<file path="src/rtl/core/gps_pkg.sv">
// Package for the greedy point suppression block.
// Holds payload structs, datapath command codes, controller states and fixed widths.
// No dependencies.
`default_nettype none

package gps_pkg;

  localparam int COORD_W   = 20;
  localparam int WEIGHT_W  = 16;
  localparam int DIAM_W    = 16;
  localparam int SOURCE_W  = 2;
  localparam int RADIUS_W  = 16;
  localparam int REMOVED_W = 6;
  localparam int DIFF_W    = COORD_W + 1;
  localparam int SQ_W      = 2 * DIFF_W;
  localparam int DIST_W    = SQ_W + 2;
  localparam int COORDS_W  = 3 * COORD_W;
  localparam int ATTR_W    = WEIGHT_W + DIAM_W + SOURCE_W;
  localparam logic [RADIUS_W-1:0] RADIUS_RESET = 16'd590;

  typedef struct packed {
    logic signed [COORD_W-1:0] in_x;
    logic signed [COORD_W-1:0] in_y;
    logic signed [COORD_W-1:0] in_z;
    logic [WEIGHT_W-1:0]       in_weight;
    logic [DIAM_W-1:0]         in_diameter;
    logic [SOURCE_W-1:0]       in_source;
    logic                      in_last;
  } in_t;

  typedef struct packed {
    logic signed [COORD_W-1:0] out_x;
    logic signed [COORD_W-1:0] out_y;
    logic signed [COORD_W-1:0] out_z;
    logic [WEIGHT_W-1:0]       out_weight;
    logic [DIAM_W-1:0]         out_diameter;
    logic [SOURCE_W-1:0]       out_source;
    logic                      out_last;
    logic [REMOVED_W-1:0]      removed_count;
    logic                      overflow;
  } out_t;

  typedef enum logic [3:0] {
    OP_NOP,
    OP_LOAD,
    OP_SCAN_INIT,
    OP_DIFF,
    OP_SQR,
    OP_SUM,
    OP_CMP,
    OP_STEP,
    OP_PICK,
    OP_DROP,
    OP_EMIT_INIT,
    OP_EMIT_LOAD,
    OP_EMIT_SKIP,
    OP_CLEAR
  } dp_op_t;

  typedef struct packed {
    logic pair_ok;
    logic scan_end;
    logic close;
    logic emit_alive;
    logic emit_end;
    logic out_free;
  } dp_status_t;

  typedef enum logic [3:0] {
    S_IDLE,
    S_SCAN_INIT,
    S_SCAN_CHK,
    S_DIFF,
    S_SQR,
    S_SUM,
    S_CMP,
    S_STEP,
    S_DECIDE,
    S_PICK_RD,
    S_DROP,
    S_EMIT_CHK,
    S_EMIT_WAIT
  } state_t;

endpackage

`default_nettype wire

</file>
<file path="src/rtl/core/gps_ctrl.sv">
// Controller state machine: sequences load, pair scan passes, suppression and emission.
// Depends on gps_pkg.
`default_nettype none

module gps_ctrl (
  input  wire logic                clk,
  input  wire logic                rst_n,
  input  wire logic                in_valid,
  input  wire logic                in_last,
  output logic                     in_ready,
  input  wire gps_pkg::dp_status_t status,
  output gps_pkg::dp_op_t          op
);

  gps_pkg::state_t state_r, state_nxt;

  always_ff @(posedge clk) begin
    if (!rst_n) begin
      state_r <= gps_pkg::S_IDLE;
    end else begin
      state_r <= state_nxt;
    end
  end

  always_comb begin
    state_nxt = state_r;
    op        = gps_pkg::OP_NOP;
    in_ready  = 1'b0;
    case (state_r)
      gps_pkg::S_IDLE: begin
        in_ready = 1'b1;
        if (in_valid) begin
          op = gps_pkg::OP_LOAD;
          if (in_last) begin
            state_nxt = gps_pkg::S_SCAN_INIT;
          end
        end
      end
      gps_pkg::S_SCAN_INIT: begin
        op        = gps_pkg::OP_SCAN_INIT;
        state_nxt = gps_pkg::S_SCAN_CHK;
      end
      gps_pkg::S_SCAN_CHK: begin
        if (status.scan_end) begin
          state_nxt = gps_pkg::S_DECIDE;
        end else if (status.pair_ok) begin
          state_nxt = gps_pkg::S_DIFF;
        end else begin
          op = gps_pkg::OP_STEP;
        end
      end
      gps_pkg::S_DIFF: begin
        op        = gps_pkg::OP_DIFF;
        state_nxt = gps_pkg::S_SQR;
      end
      gps_pkg::S_SQR: begin
        op        = gps_pkg::OP_SQR;
        state_nxt = gps_pkg::S_SUM;
      end
      gps_pkg::S_SUM: begin
        op        = gps_pkg::OP_SUM;
        state_nxt = gps_pkg::S_CMP;
      end
      gps_pkg::S_CMP: begin
        op        = gps_pkg::OP_CMP;
        state_nxt = gps_pkg::S_STEP;
      end
      gps_pkg::S_STEP: begin
        op        = gps_pkg::OP_STEP;
        state_nxt = gps_pkg::S_SCAN_CHK;
      end
      gps_pkg::S_DECIDE: begin
        if (status.close) begin
          op        = gps_pkg::OP_PICK;
          state_nxt = gps_pkg::S_PICK_RD;
        end else begin
          op        = gps_pkg::OP_EMIT_INIT;
          state_nxt = gps_pkg::S_EMIT_CHK;
        end
      end
      gps_pkg::S_PICK_RD: state_nxt = gps_pkg::S_DROP;
      gps_pkg::S_DROP: begin
        op        = gps_pkg::OP_DROP;
        state_nxt = gps_pkg::S_SCAN_INIT;
      end
      gps_pkg::S_EMIT_CHK: begin
        if (status.emit_end) begin
          op        = gps_pkg::OP_CLEAR;
          state_nxt = gps_pkg::S_IDLE;
        end else if (status.emit_alive) begin
          state_nxt = gps_pkg::S_EMIT_WAIT;
        end else begin
          op = gps_pkg::OP_EMIT_SKIP;
        end
      end
      gps_pkg::S_EMIT_WAIT: begin
        if (status.out_free) begin
          op        = gps_pkg::OP_EMIT_LOAD;
          state_nxt = gps_pkg::S_EMIT_CHK;
        end
      end
      default: state_nxt = gps_pkg::S_IDLE;
    endcase
  end

endmodule

`default_nettype wire

</file>
<file path="config.mk">
export PLATFORM = sky130hd
export DESIGN_NAME = gps_ctrl
export DESIGN_NICKNAME = d
export VERILOG_FILES = /design/src/rtl/core/gps_pkg.sv /design/src/rtl/core/gps_ctrl.sv
export SDC_FILE = /design/constraint.sdc
export NUM_CORES = 1
export LEC_CHECK = 0
export CAP_MARGIN = 40
export CORE_AREA = 2 2 39 41
export DETAILED_ROUTE_END_ITERATION = 8
export DIE_AREA = 0 0 41 43
export DONT_BUFFER_PORTS = 1
export GPL_TIMING_DRIVEN = 0
export PLACE_DENSITY = 0.51
export SLEW_MARGIN = 20
export SYNTH_ARGS = -nofsm -noshare
export SYNTH_HDL_FRONTEND = slang
export SYNTH_SLANG_ARGS = --single-unit
</file>
<file path="constraint.sdc">
create_clock -name clk -period 4.3 [get_ports clk]
set_clock_uncertainty 0.2 [all_clocks]
set_input_delay 0.86 -clock clk [delete_from_list [all_inputs] [get_ports clk]]
set_output_delay 0.86 -clock clk [all_outputs]
set_load 0.05 [all_outputs]
</file>
==> flow_metrics.py <==
metrics = {
    "run_status": {
        "result_of_the_run": "finished clean",
    },
    "cts": {
        "clock_tree.root_cell": "clkbuf_4",
        "tritoncts.num_buffers": 3,
        "cts_sinks": 4,
        "clk-insertion-delay-late_ns": 0.23,
        "post_cts_resize_count": 0,
        "worst_setup_hold_path_clk_slew_ns": 0.04,
        "post-cts-setup-buffer-count": 0,
        "tritoncts": "built",
        "clock_tree.htree_level_count": 1,
        "max-clock-path-buffers": 2,
        "cts.hold.buffers_added": 0,
    },
    "pwr": {
        "ir_worst_vdd_mv": 0.314,
        "power.leakage_nw": 0.212,
        "power-per-cell-area_mw_per_mm2": 803,
        "p_comb_share_pct": 74.5,
        "clock_share_of_power_pct": 10.7,
        "p_sw_share_pct": 56.2,
        "net-switching-power_uw": 241,
        "p_int_uw": 187,
        "seq_power_share_pct": 14.8,
    },
    "worst_setup_path": {
        "crit_path_max_fanout": 10,
        "critPathLaunchType": "flop",
        "critical_path_arrival_ns": 1.83,
        "crit_top_cell": "nand3_1",
        "maximum_cell_stage_delay_along_the_critical_path_ns": 0.48,
        "critical_path_required_ns": 3.24,
        "end_kind": "primary output",
        "worstPathCellList": "clkbuf_1 -> inv_1 -> nand3_1 -> nand3_1 -> a221o_1",
        "cp_top_family": "buffers and inverters",
        "timing.setup.critical_path_class": "reg -> out",
        "worst-path-buf-inv": 2,
        "critical_path.slowest_cell": "a221o_1",
    },
    "placement": {
        "place.gp.congestion": 0.771,
        "dp_hpwl_um": 924,
        "place.detailed.instances": 86,
        "portBuffers": 0,
    },
    "global_route": {
        "grt_start_max_net_pins": 11,
        "grt_usage_pct": 17.8,
        "gr-total-overflow": 0,
        "vias_in_the_first_global_route": 491,
        "initial_antenna_violation_count": 0,
        "grt_first_pass_wirelength_mm": 2.12,
    },
    "sta": {
        "timing_max_transition_violations_final": 0,
        "timing.max_slew.rel_slack_pct": 67.7,
        "unrepaired_setup_endpoints_after_global_routing": "no",
        "min_period_over_period_pct": 67.2,
        "report.final.hold_viol_count": 0,
        "fin_setup_tns_ns": 0,
        "fin_crit_ns": 2.89,
        "worstMarginPinSlew_ns": 0.484,
        "achievable-frequency_ghz": 0.346,
        "finalSetupViolCount": 0,
    },
    "cells_and_area": {
        "largestRegisters": "state_r: 4 flops",
        "regMostFlops": "state_r",
        "post_route_cells_drive_above_1_share_pct": 16.4,
        "final_common_cell": "nand2_1",
        "finalNetCount": 85,
        "layout.cells.non_filler": 89,
        "most_used_cells_in_the_layout_excluding_fill_and_tap_cells": "nand2_1, o21ai_0, nand3_1, dfxtp_1",
        "insertedDiodeCount": 0,
        "flow.area_growth_from_synthesis_pct": 15.4,
        "largest_register_ff_count": 4,
    },
    "detailed_routing": {
        "dr_total_vias": 531,
        "remaining_drc_errors": 0,
        "detail_route.wirelength_mm": 1.24,
        "drt_pre_antenna_iters": 4,
        "drt_first_iter_violations": 17,
        "avgRoutedWirePerCell_um": 14.0,
        "drt-vias-per-instance": 5.97,
        "final_antenna_net_count": 0,
    },
    "min_path": {
        "min_path_type": "in -> reg",
    },
    "synthesis": {
        "syn-mean-instance-area_um2": 6.89,
        "ys_types": 31,
        "synth.net_count": 77,
        "syn-cell-area_um2": 462,
        "synthesized_instance_count": 67,
        "yosysSeqAreaShare_pct": 17.3,
        "synthesis.yosys.warnings": 0,
        "yosys_register_bits": 4,
    },
    "floorplanning": {
        "row_count": 14,
        "die_area_mm2": 0.00176,
        "fp.coreArea_mm2": 0.00138,
        "start_util_pct": 33.4,
        "floorplan.die.width_um": 41,
        "die_height_um": 43,
        "design.portCount": 15,
    },
    "run": {
        "max_cap_viols": 0,
    },
}
[worst register-to-register path, delay by kind of cell (launching register included)]
family | cells | cell delay (ns)
buf+inv | 1 | 0.19
flops | 1 | 0.33
mux | 1 | 0.13
simple gates | 3 | 0.78
[path summary, 6_finish.rpt]
| check | startpoint | endpoint | slack, ns | cells past startpoint |
|---|---|---|---|---|
| worst max-delay path | state_r[2] | op[1] | 1.41 | 5 |
| worst min-delay path | rst_n | state_r[3] | 0.55 | 1 |
| worst max register to register | state_r[0] | state_r[1] | 2.54 | 5 |
| worst min register to register | state_r[0] | state_r[3] | 0.58 | 3 |
[area by class of cell]
type / instances / area, um^2
fillers: 159 / 851
well taps: 16 / 20.0
multi-input cells: 55 / 349
clock buffers: 3 / 22.5
repair buffers: 3 / 22.5
plain buffers: 5 / 27.5
flip-flops and latches: 4 / 80.1
inverters: 3 / 11.3
[per-layer routing]
metal	track usage, %	share of wire [%]
met2	24.7	48
met4	9.33	2.4
met1	23.0	44
met3	6.81	5.4
met5	0	0
[power by group through the flow]
stage	clock network, mW	registers (mW)	logic [mW]
after floorplan	0	0.0593	0.263
after global placement	0	0.0627	0.294
after detailed placement	0	0.0639	0.318
after CTS	0.0479	0.0634	0.319
after global routing	0.0522	0.0649	0.347
final	0.0457	0.0634	0.319
[per-stage QoR]
step	total power [mW]	worst slack [ns]	hold WS (ns)	cell area [um^2]	util [%]
6_report	0.428	1.41	0.550	533	38.5
5_1_grt	0.465	1.24	0.546	533	38.5
4_1_cts	0.430	1.41	0.545	533	38.5
3_5_place_dp	0.381	1.44	0.563	510	36.9
3_3_place_gp	0.357	1.21	0.553	482	34.8
2_1_floorplan	0.322	1.26	0.464	462	-
[Yosys cell counts (all sizes together)]
cell | count | area share, %
nand3 | 4 | 4.3
o21a | 3 | 4.9
o31ai | 1 | 1.6
nor2 | 3 | 2.4
nor3b | 3 | 4.9
nor3 | 1 | 1.1
o21ai | 8 | 8.7
a211oi | 1 | 1.6
nor2b | 2 | 2.7
nor4 | 2 | 2.7
a21oi | 2 | 2.2
and2 | 2 | 3.3
or4b | 1 | 3.0
mux2i | 3 | 6.5
nand2 | 9 | 7.3
nand4b | 1 | 1.9
inv | 3 | 2.4
o221ai | 1 | 1.9
o22ai | 1 | 1.4
dfxtp | 4 | 17
clkbuf | 3 | 2.4
buf | 2 | 3.5
a221o | 1 | 2.2
nand2b | 1 | 1.4
a31oi | 1 | 1.4
a21o | 2 | 3.3
and3 | 2 | 3.8
[kinds of logic after synthesis]
group | synth area share, %
AND/OR/NAND/NOR | 38.8
AO/OA/AOI/OAI | 29.0
buffers and inverters | 8.40
flip-flops | 17.3
multiplexers | 6.50
No activity file was read; power rests on OpenSTA's default activity.
